**src/rtl/swq_pkg.sv**
```systemverilog
// Package for the semaphore wait-queue table.
// Types, operation codes, state codes and fixed widths; no dependencies.
`timescale 1ns / 1ps

package swq_pkg;

   localparam int NPROC         = 16;
   localparam int PROC_W        = 4;
   localparam int KEY_W         = 32;
   localparam int CNT_W         = 5;
   localparam int MAX_PROCS_DEF = 16;

   typedef enum logic [1:0] {
      OP_BLOCK   = 2'd0,
      OP_UNBLOCK = 2'd1,
      OP_REMOVE  = 2'd2,
      OP_PEEK    = 2'd3
   } op_type;

   typedef enum logic [3:0] {
      ST_IDLE,
      ST_PKEY,
      ST_SCAN,
      ST_EXEC,
      ST_U_WR,
      ST_B_WR1,
      ST_B_WR2,
      ST_W_RD,
      ST_W_CHK,
      ST_FIN
   } state_type;

   typedef struct packed {
      logic [KEY_W-1:0]  key;
      logic [PROC_W-1:0] head;
      logic [PROC_W-1:0] tail;
      logic [CNT_W-1:0]  count;
   } desc_entry_type;

   typedef struct packed {
      logic [PROC_W-1:0] link;
      logic [KEY_W-1:0]  key;
   } proc_entry_type;

   typedef struct packed {
      logic              no_free_desc;
      logic              found;
      logic [PROC_W-1:0] result_proc;
   } result_type;

endpackage

```
**src/rtl/swq_if.sv**
```systemverilog
// Valid/ready channel interfaces for requests and responses.
// Depends on nothing.
`timescale 1ns / 1ps

interface swq_req_if;
   logic        valid;
   logic        ready;
   logic [1:0]  op;
   logic [31:0] sem_addr;
   logic [3:0]  proc_id;
   modport source (output valid, op, sem_addr, proc_id, input ready);
   modport sink   (input valid, op, sem_addr, proc_id, output ready);
endinterface

interface swq_rsp_if;
   logic       valid;
   logic       ready;
   logic       no_free_desc;
   logic       found;
   logic [3:0] result_proc;
   modport source (output valid, no_free_desc, found, result_proc, input ready);
   modport sink   (input valid, no_free_desc, found, result_proc, output ready);
endinterface

```
**src/rtl/semaphore_wait_queue_table_top.sv**
```systemverilog
// One item at a time: the next request is taken the cycle after the response loads.
// A lookup scans descriptors one RAM read per cycle until a hit or the end of the table;
// remove then walks the queue, reading each entry and checking it against the process;
// a stalled response holds the sequencer in its final state.
// Reset (synchronous, active high) clears descriptor valid and process queued bits;
// the RAMs need no clearing pass.
// Top level: descriptor RAM, process RAM and the sequencer. Depends on swq_pkg, swq_if, swq_ctrl, swq_ram.
`timescale 1ns / 1ps

module semaphore_wait_queue_table_top #(
   parameter int MAX_PROCS = swq_pkg::MAX_PROCS_DEF
) (
   input  logic       clock,
   input  logic       reset,
   swq_req_if.sink    req_ch,
   swq_rsp_if.source  rsp_ch
);
   import swq_pkg::*;

   localparam int IW = $clog2(MAX_PROCS);

   logic           d_we;
   logic [IW-1:0]  d_waddr, d_raddr;
   desc_entry_type d_wdata, d_rdata;
   logic           p_we;
   logic [PROC_W-1:0] p_waddr, p_raddr;
   proc_entry_type p_wdata, p_rdata;

   swq_ctrl #(.MAX_PROCS(MAX_PROCS)) u_ctrl (
      .clock   (clock),
      .reset   (reset),
      .req_ch  (req_ch),
      .rsp_ch  (rsp_ch),
      .d_we    (d_we),
      .d_waddr (d_waddr),
      .d_wdata (d_wdata),
      .d_raddr (d_raddr),
      .d_rdata (d_rdata),
      .p_we    (p_we),
      .p_waddr (p_waddr),
      .p_wdata (p_wdata),
      .p_raddr (p_raddr),
      .p_rdata (p_rdata)
   );

   swq_ram #(.WIDTH($bits(desc_entry_type)), .DEPTH(MAX_PROCS)) u_desc_ram (
      .clock (clock),
      .we    (d_we),
      .waddr (d_waddr),
      .wdata (d_wdata),
      .raddr (d_raddr),
      .rdata (d_rdata)
   );

   swq_ram #(.WIDTH($bits(proc_entry_type)), .DEPTH(NPROC)) u_proc_ram (
      .clock (clock),
      .we    (p_we),
      .waddr (p_waddr),
      .wdata (p_wdata),
      .raddr (p_raddr),
      .rdata (p_rdata)
   );

endmodule

```
**src/rtl/swq_ram.sv**
```systemverilog
// Generic single-write, single-read RAM with registered read data.
// No dependencies.
`timescale 1ns / 1ps

module swq_ram #(
   parameter int WIDTH = 8,
   parameter int DEPTH = 16
) (
   input  logic                     clock,
   input  logic                     we,
   input  logic [$clog2(DEPTH)-1:0] waddr,
   input  logic [WIDTH-1:0]         wdata,
   input  logic [$clog2(DEPTH)-1:0] raddr,
   output logic [WIDTH-1:0]         rdata
);

   logic [WIDTH-1:0] mem [DEPTH];
   logic [WIDTH-1:0] rdata_ff;

   always_ff @(posedge clock) begin
      if (we) begin
         mem[waddr] <= wdata;
      end
      rdata_ff <= mem[raddr];
   end

   assign rdata = rdata_ff;

endmodule

```
**src/rtl/swq_ctrl.sv**
```systemverilog
// Sequencer for the wait-queue table: descriptor scan, queue walk, updates.
// Depends on swq_pkg and the channel interfaces; drives both RAMs.
`timescale 1ns / 1ps

module swq_ctrl #(
   parameter int MAX_PROCS = swq_pkg::MAX_PROCS_DEF
) (
   input  logic                              clock,
   input  logic                              reset,
   swq_req_if.sink                           req_ch,
   swq_rsp_if.source                         rsp_ch,
   output logic                              d_we,
   output logic [$clog2(MAX_PROCS)-1:0]      d_waddr,
   output swq_pkg::desc_entry_type           d_wdata,
   output logic [$clog2(MAX_PROCS)-1:0]      d_raddr,
   input  swq_pkg::desc_entry_type           d_rdata,
   output logic                              p_we,
   output logic [swq_pkg::PROC_W-1:0]        p_waddr,
   output swq_pkg::proc_entry_type           p_wdata,
   output logic [swq_pkg::PROC_W-1:0]        p_raddr,
   input  swq_pkg::proc_entry_type           p_rdata
);
   import swq_pkg::*;

   localparam int IW = $clog2(MAX_PROCS);
   localparam int SW = $clog2(MAX_PROCS + 1);
   localparam logic [SW-1:0] SCAN_END = SW'(MAX_PROCS);

   state_type           state_ff, state_in;
   op_type              op_ff;
   logic [KEY_W-1:0]    key_ff;
   logic [PROC_W-1:0]   pid_ff;
   logic [SW-1:0]       scan_ff;
   logic                pend_ff;
   logic [IW-1:0]       pidx_ff;
   logic                free_ok_ff;
   logic [IW-1:0]       free_ff;
   logic                hit_ff;
   logic [IW-1:0]       d_ff;
   desc_entry_type      ent_ff;
   logic [PROC_W-1:0]   cur_ff, prev_ff;
   logic [KEY_W-1:0]    prev_key_ff;
   logic                prev_ok_ff;
   logic [CNT_W-1:0]    i_ff;
   result_type          res_ff;
   result_type          out_ff;
   logic                out_valid_ff;
   logic                desc_valid_ff [MAX_PROCS];
   logic                queued_ff [NPROC];

   logic                accept;
   logic                hit, miss_done;
   logic [CNT_W-1:0]    ecnt;
   logic [IW-1:0]       ed;
   logic                out_load;

   assign accept    = req_ch.valid && req_ch.ready;
   assign hit       = pend_ff && desc_valid_ff[pidx_ff] && (d_rdata.key == key_ff);
   assign miss_done = !pend_ff && (scan_ff == SCAN_END);
   assign ecnt      = hit_ff ? ent_ff.count : '0;
   assign ed        = hit_ff ? d_ff : free_ff;
   assign out_load  = (state_ff == ST_FIN) && (!out_valid_ff || rsp_ch.ready);

   always_comb begin
      state_in = state_ff;
      unique case (state_ff)
         ST_IDLE: begin
            if (accept) begin
               if (op_type'(req_ch.op) == OP_REMOVE) begin
                  state_in = queued_ff[req_ch.proc_id] ? ST_PKEY : ST_FIN;
               end else if (op_type'(req_ch.op) == OP_BLOCK && queued_ff[req_ch.proc_id]) begin
                  state_in = ST_FIN;
               end else begin
                  state_in = ST_SCAN;
               end
            end
         end
         ST_PKEY:  state_in = ST_SCAN;
         ST_SCAN:  if (hit || miss_done) state_in = ST_EXEC;
         ST_EXEC: begin
            unique case (op_ff)
               OP_UNBLOCK:
                  state_in = (hit_ff && ent_ff.count != '0) ? ST_U_WR : ST_FIN;
               OP_BLOCK:
                  state_in = ((hit_ff || free_ok_ff) && ecnt != '0) ? ST_B_WR1 : ST_FIN;
               OP_REMOVE:
                  state_in = hit_ff ? ST_W_RD : ST_FIN;
               OP_PEEK:
                  state_in = ST_FIN;
               default:
                  state_in = ST_FIN;
            endcase
         end
         ST_U_WR:  state_in = ST_FIN;
         ST_B_WR1: state_in = ST_B_WR2;
         ST_B_WR2: state_in = ST_FIN;
         ST_W_RD:
            state_in = (i_ff < ent_ff.count && !i_ff[CNT_W-1]) ? ST_W_CHK : ST_FIN;
         ST_W_CHK: state_in = (cur_ff == pid_ff) ? ST_FIN : ST_W_RD;
         ST_FIN:   if (out_load) state_in = ST_IDLE;
         default:  state_in = ST_IDLE;
      endcase
   end

   always_comb begin
      d_we    = 1'b0;
      d_waddr = ed;
      d_wdata = ent_ff;
      d_raddr = scan_ff[IW-1:0];
      p_we    = 1'b0;
      p_waddr = pid_ff;
      p_wdata = '{link: '0, key: key_ff};
      p_raddr = (state_ff == ST_IDLE) ? req_ch.proc_id : cur_ff;
      unique case (state_ff)
         ST_EXEC: begin
            if (op_ff == OP_UNBLOCK) begin
               p_raddr = ent_ff.head;
            end else if (op_ff == OP_BLOCK && (hit_ff || free_ok_ff)) begin
               if (ecnt == '0) begin
                  d_we    = 1'b1;
                  d_wdata = '{key: key_ff, head: pid_ff, tail: pid_ff, count: CNT_W'(1)};
                  p_we    = 1'b1;
               end else begin
                  p_raddr = ent_ff.tail;
               end
            end
         end
         ST_U_WR: begin
            d_we    = 1'b1;
            d_wdata = '{key: ent_ff.key, head: p_rdata.link, tail: ent_ff.tail,
                        count: ent_ff.count - CNT_W'(1)};
         end
         ST_B_WR1: begin
            d_we    = 1'b1;
            d_wdata = '{key: ent_ff.key, head: ent_ff.head, tail: pid_ff,
                        count: ent_ff.count + CNT_W'(1)};
            p_we    = 1'b1;
            p_waddr = ent_ff.tail;
            p_wdata = '{link: pid_ff, key: p_rdata.key};
         end
         ST_B_WR2: p_we = 1'b1;
         ST_W_CHK: begin
            if (cur_ff == pid_ff) begin
               d_we    = 1'b1;
               d_wdata = '{key: ent_ff.key,
                           head: prev_ok_ff ? ent_ff.head : p_rdata.link,
                           tail: (ent_ff.tail == cur_ff && prev_ok_ff) ? prev_ff : ent_ff.tail,
                           count: ent_ff.count - CNT_W'(1)};
               p_we    = prev_ok_ff;
               p_waddr = prev_ff;
               p_wdata = '{link: p_rdata.link, key: prev_key_ff};
            end
         end
         default: ;
      endcase
   end

   always_ff @(posedge clock) begin
      if (reset) begin
         state_ff     <= ST_IDLE;
         out_valid_ff <= 1'b0;
         for (int k = 0; k < MAX_PROCS; k++) desc_valid_ff[k] <= 1'b0;
         for (int k = 0; k < NPROC; k++) queued_ff[k] <= 1'b0;
      end else begin
         state_ff <= state_in;
         if (out_load) begin
            out_valid_ff <= 1'b1;
         end else if (rsp_ch.ready) begin
            out_valid_ff <= 1'b0;
         end
         unique case (state_ff)
            ST_EXEC: begin
               if (op_ff == OP_UNBLOCK && hit_ff && ent_ff.count == '0) begin
                  desc_valid_ff[d_ff] <= 1'b0;
               end
               if (op_ff == OP_BLOCK && (hit_ff || free_ok_ff)) begin
                  desc_valid_ff[ed] <= 1'b1;
                  if (ecnt == '0) queued_ff[pid_ff] <= 1'b1;
               end
            end
            ST_U_WR: begin
               queued_ff[ent_ff.head] <= 1'b0;
               if (ent_ff.count == CNT_W'(1)) desc_valid_ff[d_ff] <= 1'b0;
            end
            ST_B_WR2: queued_ff[pid_ff] <= 1'b1;
            ST_W_CHK: if (cur_ff == pid_ff) queued_ff[pid_ff] <= 1'b0;
            default: ;
         endcase
      end
   end

   always_ff @(posedge clock) begin
      unique case (state_ff)
         ST_IDLE: begin
            op_ff      <= op_type'(req_ch.op);
            key_ff     <= req_ch.sem_addr;
            pid_ff     <= req_ch.proc_id;
            scan_ff    <= '0;
            pend_ff    <= 1'b0;
            free_ok_ff <= 1'b0;
            res_ff     <= '0;
         end
         ST_PKEY: key_ff <= p_rdata.key;
         ST_SCAN: begin
            pend_ff <= (scan_ff != SCAN_END);
            pidx_ff <= scan_ff[IW-1:0];
            if (scan_ff != SCAN_END) scan_ff <= scan_ff + SW'(1);
            if (pend_ff && !desc_valid_ff[pidx_ff] && !free_ok_ff) begin
               free_ok_ff <= 1'b1;
               free_ff    <= pidx_ff;
            end
            hit_ff <= hit;
            d_ff   <= pidx_ff;
            ent_ff <= d_rdata;
         end
         ST_EXEC: begin
            unique case (op_ff)
               OP_PEEK: begin
                  if (hit_ff && ent_ff.count != '0) begin
                     res_ff <= '{no_free_desc: 1'b0, found: 1'b1, result_proc: ent_ff.head};
                  end
               end
               OP_BLOCK: begin
                  if (!hit_ff && !free_ok_ff) begin
                     res_ff <= '{no_free_desc: 1'b1, found: 1'b0, result_proc: '0};
                  end
                  if (!hit_ff) begin
                     ent_ff.key   <= key_ff;
                     ent_ff.count <= '0;
                  end
               end
               OP_REMOVE: begin
                  cur_ff     <= ent_ff.head;
                  prev_ok_ff <= 1'b0;
                  i_ff       <= '0;
               end
               default: ;
            endcase
         end
         ST_U_WR: res_ff <= '{no_free_desc: 1'b0, found: 1'b1, result_proc: ent_ff.head};
         ST_W_CHK: begin
            if (cur_ff == pid_ff) begin
               res_ff <= '{no_free_desc: 1'b0, found: 1'b1, result_proc: pid_ff};
            end else begin
               prev_ff     <= cur_ff;
               prev_key_ff <= p_rdata.key;
               prev_ok_ff  <= 1'b1;
               cur_ff      <= p_rdata.link;
               i_ff        <= i_ff + CNT_W'(1);
            end
         end
         default: ;
      endcase
      if (out_load) out_ff <= res_ff;
   end

   assign req_ch.ready        = (state_ff == ST_IDLE);
   assign rsp_ch.valid        = out_valid_ff;
   assign rsp_ch.no_free_desc = out_ff.no_free_desc;
   assign rsp_ch.found        = out_ff.found;
   assign rsp_ch.result_proc  = out_ff.result_proc;

`ifndef SYNTHESIS
   a_one_item: assert property (@(posedge clock) disable iff (reset)
      accept |=> !req_ch.ready)
      else $error("request taken while busy");
   a_excl_flags: assert property (@(posedge clock) disable iff (reset)
      rsp_ch.valid |-> !(rsp_ch.found && rsp_ch.no_free_desc))
      else $error("found and no_free_desc both set");
   a_block_nofind: assert property (@(posedge clock) disable iff (reset)
      (out_load && op_ff == OP_BLOCK) |-> !res_ff.found)
      else $error("block reported a process");
   a_idle_quiet: assert property (@(posedge clock) disable iff (reset)
      (state_ff == ST_IDLE) |-> !(d_we || p_we))
      else $error("memory write while idle");
`endif

endmodule
```
**src/flat_wrapper.sv**
```systemverilog
// flat-port wrapper written by rule: the top's interface ports become plain ports
module semaphore_wait_queue_table_top_flat import swq_pkg::*;
#(
   parameter int MAX_PROCS = swq_pkg::MAX_PROCS_DEF
)
  (clock, reset, req_ch_valid, req_ch_op, req_ch_sem_addr, req_ch_proc_id, req_ch_ready, rsp_ch_valid, rsp_ch_no_free_desc, rsp_ch_found, rsp_ch_result_proc, rsp_ch_ready);
  swq_req_if req_ch_i ();
  swq_rsp_if rsp_ch_i ();
  input  logic clock;
  input  logic reset;
  input wire logic [$bits(req_ch_i.valid)-1:0] req_ch_valid;
  input wire logic [$bits(req_ch_i.op)-1:0] req_ch_op;
  input wire logic [$bits(req_ch_i.sem_addr)-1:0] req_ch_sem_addr;
  input wire logic [$bits(req_ch_i.proc_id)-1:0] req_ch_proc_id;
  output wire logic [$bits(req_ch_i.ready)-1:0] req_ch_ready;
  output wire logic [$bits(rsp_ch_i.valid)-1:0] rsp_ch_valid;
  output wire logic [$bits(rsp_ch_i.no_free_desc)-1:0] rsp_ch_no_free_desc;
  output wire logic [$bits(rsp_ch_i.found)-1:0] rsp_ch_found;
  output wire logic [$bits(rsp_ch_i.result_proc)-1:0] rsp_ch_result_proc;
  input wire logic [$bits(rsp_ch_i.ready)-1:0] rsp_ch_ready;
  assign req_ch_i.valid = req_ch_valid;
  assign req_ch_i.op = req_ch_op;
  assign req_ch_i.sem_addr = req_ch_sem_addr;
  assign req_ch_i.proc_id = req_ch_proc_id;
  assign req_ch_ready = req_ch_i.ready;
  assign rsp_ch_valid = rsp_ch_i.valid;
  assign rsp_ch_no_free_desc = rsp_ch_i.no_free_desc;
  assign rsp_ch_found = rsp_ch_i.found;
  assign rsp_ch_result_proc = rsp_ch_i.result_proc;
  assign rsp_ch_i.ready = rsp_ch_ready;
  semaphore_wait_queue_table_top #(.MAX_PROCS(MAX_PROCS)) u_core (.clock(clock), .reset(reset), .req_ch(req_ch_i), .rsp_ch(rsp_ch_i));
endmodule
```
**config.mk**
```make
export PLATFORM = sky130hd
export DESIGN_NAME = semaphore_wait_queue_table_top_flat
export DESIGN_NICKNAME = d
export VERILOG_FILES = /design/src/rtl/swq_pkg.sv /design/src/rtl/swq_if.sv /design/src/rtl/semaphore_wait_queue_table_top.sv /design/src/rtl/swq_ram.sv /design/src/rtl/swq_ctrl.sv /design/src/flat_wrapper.sv
export SDC_FILE = /design/constraint.sdc
export NUM_CORES = 2
export LEC_CHECK = 0
export ABC_CLOCK_PERIOD_IN_PS = 13100
export BUFFER_PORTS_ARGS = -buffer_cell sky130_fd_sc_hd__clkbuf_2
export CAP_MARGIN = 20
export CORE_MARGIN = 1.5
export CORE_UTILIZATION = 50
export DETAILED_ROUTE_END_ITERATION = 6
export PLACE_DENSITY = 0.72
export SYNTH_ARGS = -nofsm -noshare
export SYNTH_HDL_FRONTEND = slang
export SYNTH_SLANG_ARGS = --single-unit
```
**constraint.sdc**
```tcl
create_clock -name clock -period 13.1 [get_ports clock]
set_input_delay 1.31 -clock clock [delete_from_list [all_inputs] [get_ports clock]]
set_output_delay 1.31 -clock clock [all_outputs]
set_load 0.1 [all_outputs]
```
==> summary.txt <==
Status
  – Status: complete, but fails checks
  – Violated checks: DRC

Synthesis
  – Largest area contributor in the netlist: edfxtp_1
  – Seq/Total Area, Yosys: 74.8%
  – Top post-synthesis cells by area: edfxtp_1, mux4_2, nand2_1, dfxtp_1, nand3_1
  – Largest family of logic cells by synthesized area: multiplexers
  – Synth Area in XOR/XNOR: 0.690%
  – Post-synth EDFFs: 1489
  – Synth cell count leaders: edfxtp_1, nand2_1, nand3_1, mux4_2, clkbuf_1
  – FF+latch count, synth: 1579
  – Main flop type after synthesis: edfxtp_1
  – Count leader, synth: edfxtp_1
  – Synth Area in Adders: 0.221%
  – Async S/R FF share, synth: 0%
  – Synth Area in Compound Gates: 2.81%
  – Cell variety after synth: 72
  – Mean Syn Cell Area: 16.4 um2
  – Syn Nets: 3837
  – Mux contribution to synthesized area: 10.9%
  – Synth top area share: 71.9%
  – Synth Instances: 3784
  – Post-synthesis cell area: 0.0622 mm2
  – Simple-gate share of the synthesized area: 8.91%
  – Ys Warns: 0

Floorplan
  – Initial Util: 50.4%
  – Ports: 50
  – Die W: 356 um
  – Die H: 356 um
  – # rows: 129
  – Core Area: 0.123 mm2
  – Die area: 0.127 mm2

Critical path
  – R2R Path End: u_core.u_proc_ram.rdata[19]$_DFF_P_
  – Worst Path Class, Setup: flip-flop to flip-flop
  – Worst Setup SP: u_core.u_ctrl.state_ff[1]$_SDFFE_PP0P_
  – Register-to-Register Setup Slack: 7.62 ns
  – Data arrival, critical path: 6.12 ns
  – Crit-path max FO: 173
  – Startpoint types: flip-flop
  – CP endpoint kind: flip-flop
  – Worst EP required: 13.75 ns
  – Worst r2r src: u_core.u_ctrl.state_ff[1]$_SDFFE_PP0P_
  – Worst reg-to-reg path cell count: 12

Min path
  – Worst Hold Class: flip-flop to flip-flop
  – Worst Hold Depth: 0
  – Hold Crit Start: u_core.u_desc_ram.rdata[7]$_DFF_P_
  – Hold path endpoint: u_core.u_ctrl.ent_ff[7]$_DFFE_PP_

Timing
  – Worst slew pin tran: 1.11 ns
  – Slew Viols, Final: 0
  – TNS Setup: 0 ns
  – Fin Hold WS: 0.407 ns
  – Max_slew headroom: 25.7%
  – # setup viols final: 0
  – Post-Route Skew: 0.0198 ns
  – Fmax: 183 MHz
  – Final worst path period share: 41.8%
  – Final min period: 5.48 ns
  – Final hold vios: 0
  – RSZ-0062 raised after global routing: no

CTS
  – Worst-path clk slew: 0.06 ns
  – Max clock buf depth: 3
  – Root Driver: clkbuf_16
  – CTS Hold Buffers Added: 0
  – CTS tree: yes
  – Skew-Pair Late Insertion Delay: 0.77 ns
  – PostCTS Resize Cnt: 0
  – Setup bufs post-CTS: 0
  – H-tree depth: 4
  – Sink Count: 1579
  – Num CTS Buffers: 155

Placed design
  – Placed instance count: 5334
  – Gpl congestion: 0.890
  – # port buffers: 49
  – Hpwl dp: 76000 um

Power and ir drop
  – LEAKAGE: 23.2 nW
  – Peak VDD IR: 0.000253 V
  – Pwr Total: 0.0159 W
  – Power Dens Cells: 228 mW/mm2

Final layout
  – Register Area: 0.0465 mm2
  – Layout Cells excl Fill: 5628
  – Layout cells sized above 1: 17.2%
  – Area Growth Syn to Fin: 11.9%
  – Area of the multi-input gates: 0.0150 mm2
  – Nets: 3908
  – Fillers: 9102

Drt
  – DRT iter0 DRCs: 4744
  – Vias/cell: 6.09
  – Routed Antenna Nets: 0
  – WL final: 149000 um
  – DR pass1 iterations: 7
  – Wirelength per Cell: 26.5 um
  – Via Count: 34300
  – DRC errors left: 9

Global route
  – Total GRT Usage: 23.5%
  – Vias in the first global route: 33800
  – Initial antenna violation count: 1
  – Total gr overflow: 0
  – Maximum number of pins on one net before global-route repair: 174
  – First-pass GRT wire length: 219000 um

Run
  – Max-Cap Viols: 0
[stage by stage]
step                worst slack [ns]  utilization (%)  area [um2]
floorplan                       7.26                -       62200
global placement                7.87             52.2       64500
detailed placement              7.71             52.2       64500
CTS                             7.72             56.4       69600
global route                    7.38             56.4       69600
finish                          7.62             56.4       69600
[critical path, stage by stage (launching register included)]
cell and delay (ns):
dfxtp_1 0.76, and4bb_2 0.31, buf_4 0.56, o2111ai_1 0.36
a2bb2oi_2 0.25, o21ai_4 0.13, buf_4 0.42, buf_12 0.68
buf_4 0.90, mux2i_1 0.31, mux2i_1 0.12, a32oi_1 0.19
nand3_1 0.09
[layout make-up]
| type | count | area share (%) |
|---|---|---|
| clock inverters | 73 | 1.10 |
| diodes | 2 | 0.00719 |
| multi-input cells | 1965 | 21.5 |
| repair buffers | 123 | 1.18 |
| clock buffers | 218 | 6.25 |
| flip-flops and latches | 1579 | 66.8 |
| well taps | 1637 | 2.94 |
| inverters | 31 | 0.167 |
[layout by cell type, fill, tap and decap left out, drive strengths merged, types with 5 or more instances in the layout]
cell / n
o21ai: 33
a31oi: 13
clkinv: 52
a21oi: 22
clkbuf: 268
o31ai: 7
xnor2: 33
and2: 6
nand4: 8
o21bai: 29
nor4: 6
a32oi: 34
dfxtp: 90
nor2b: 8
ha: 11
xor2: 16
nor2: 102
a22oi: 35
a22o: 8
buf: 73
a221o: 8
edfxtp: 1489
nor3: 20
mux2i: 108
mux4: 235
nand2: 752
bufinv: 12
mux2: 37
nand2b: 18
a221oi: 5
or3: 5
inv: 38
or2: 8
nand3: 341
a21o: 6
[cells by family after synthesis]
family / Yosys count
simple gates: 1290
fa+ha+maj: 11
flops: 1579
mux: 380
xor+xnor: 49
compound gates: 235
buf+inv: 240
[sequential cells by signal, indices dropped and copies added, names as in the netlist, 6 cells and up, named ones only]
signal and count:
u_core.u_ctrl.desc_valid_ff 16, u_core.u_ctrl.ent_ff 45, u_core.u_ctrl.key_ff 32, u_core.u_ctrl.prev_key_ff 32, u_core.u_ctrl.queued_ff 16, u_core.u_ctrl.res_ff 6
u_core.u_desc_ram.mem 720, u_core.u_desc_ram.rdata 45, u_core.u_proc_ram.mem 576, u_core.u_proc_ram.rdata 36
[worst max-delay path by stage]
stage | slack, ns | cells after the start | endpoint
6_report | 7.62 | 12 | u_core.u_proc_ram.rdata[19]$_DFF_P_
5_1_grt | 7.38 | 12 | u_core.u_proc_ram.rdata[5]$_DFF_P_
4_1_cts | 7.72 | 12 | u_core.u_proc_ram.rdata[5]$_DFF_P_
3_3_place_gp | 7.87 | 12 | u_core.u_proc_ram.rdata[20]$_DFF_P_
2_1_floorplan | 7.26 | 7 | u_core.u_desc_ram.mem[13][0]$_DFFE_PP_
3_5_place_dp | 7.71 | 12 | u_core.u_proc_ram.rdata[5]$_DFF_P_
[layer usage]
metal  global-route usage (%)  wire length, um  vias up
li1                         -                -    14700
met1                     32.4            58900    17600
met2                     38.6            73400     1742
met3                     4.25            13100      256
met4                     6.85             3610        0
met5                        0                0        -
[power breakdown]
group          switching [W]  internal, W  total [W]
Clock                0.00187      0.00257    0.00444
Sequential          0.000461      0.00660    0.00706
Combinational        0.00289      0.00150    0.00439
Total                0.00522       0.0107     0.0159
(Power assumes the default switching activity.)
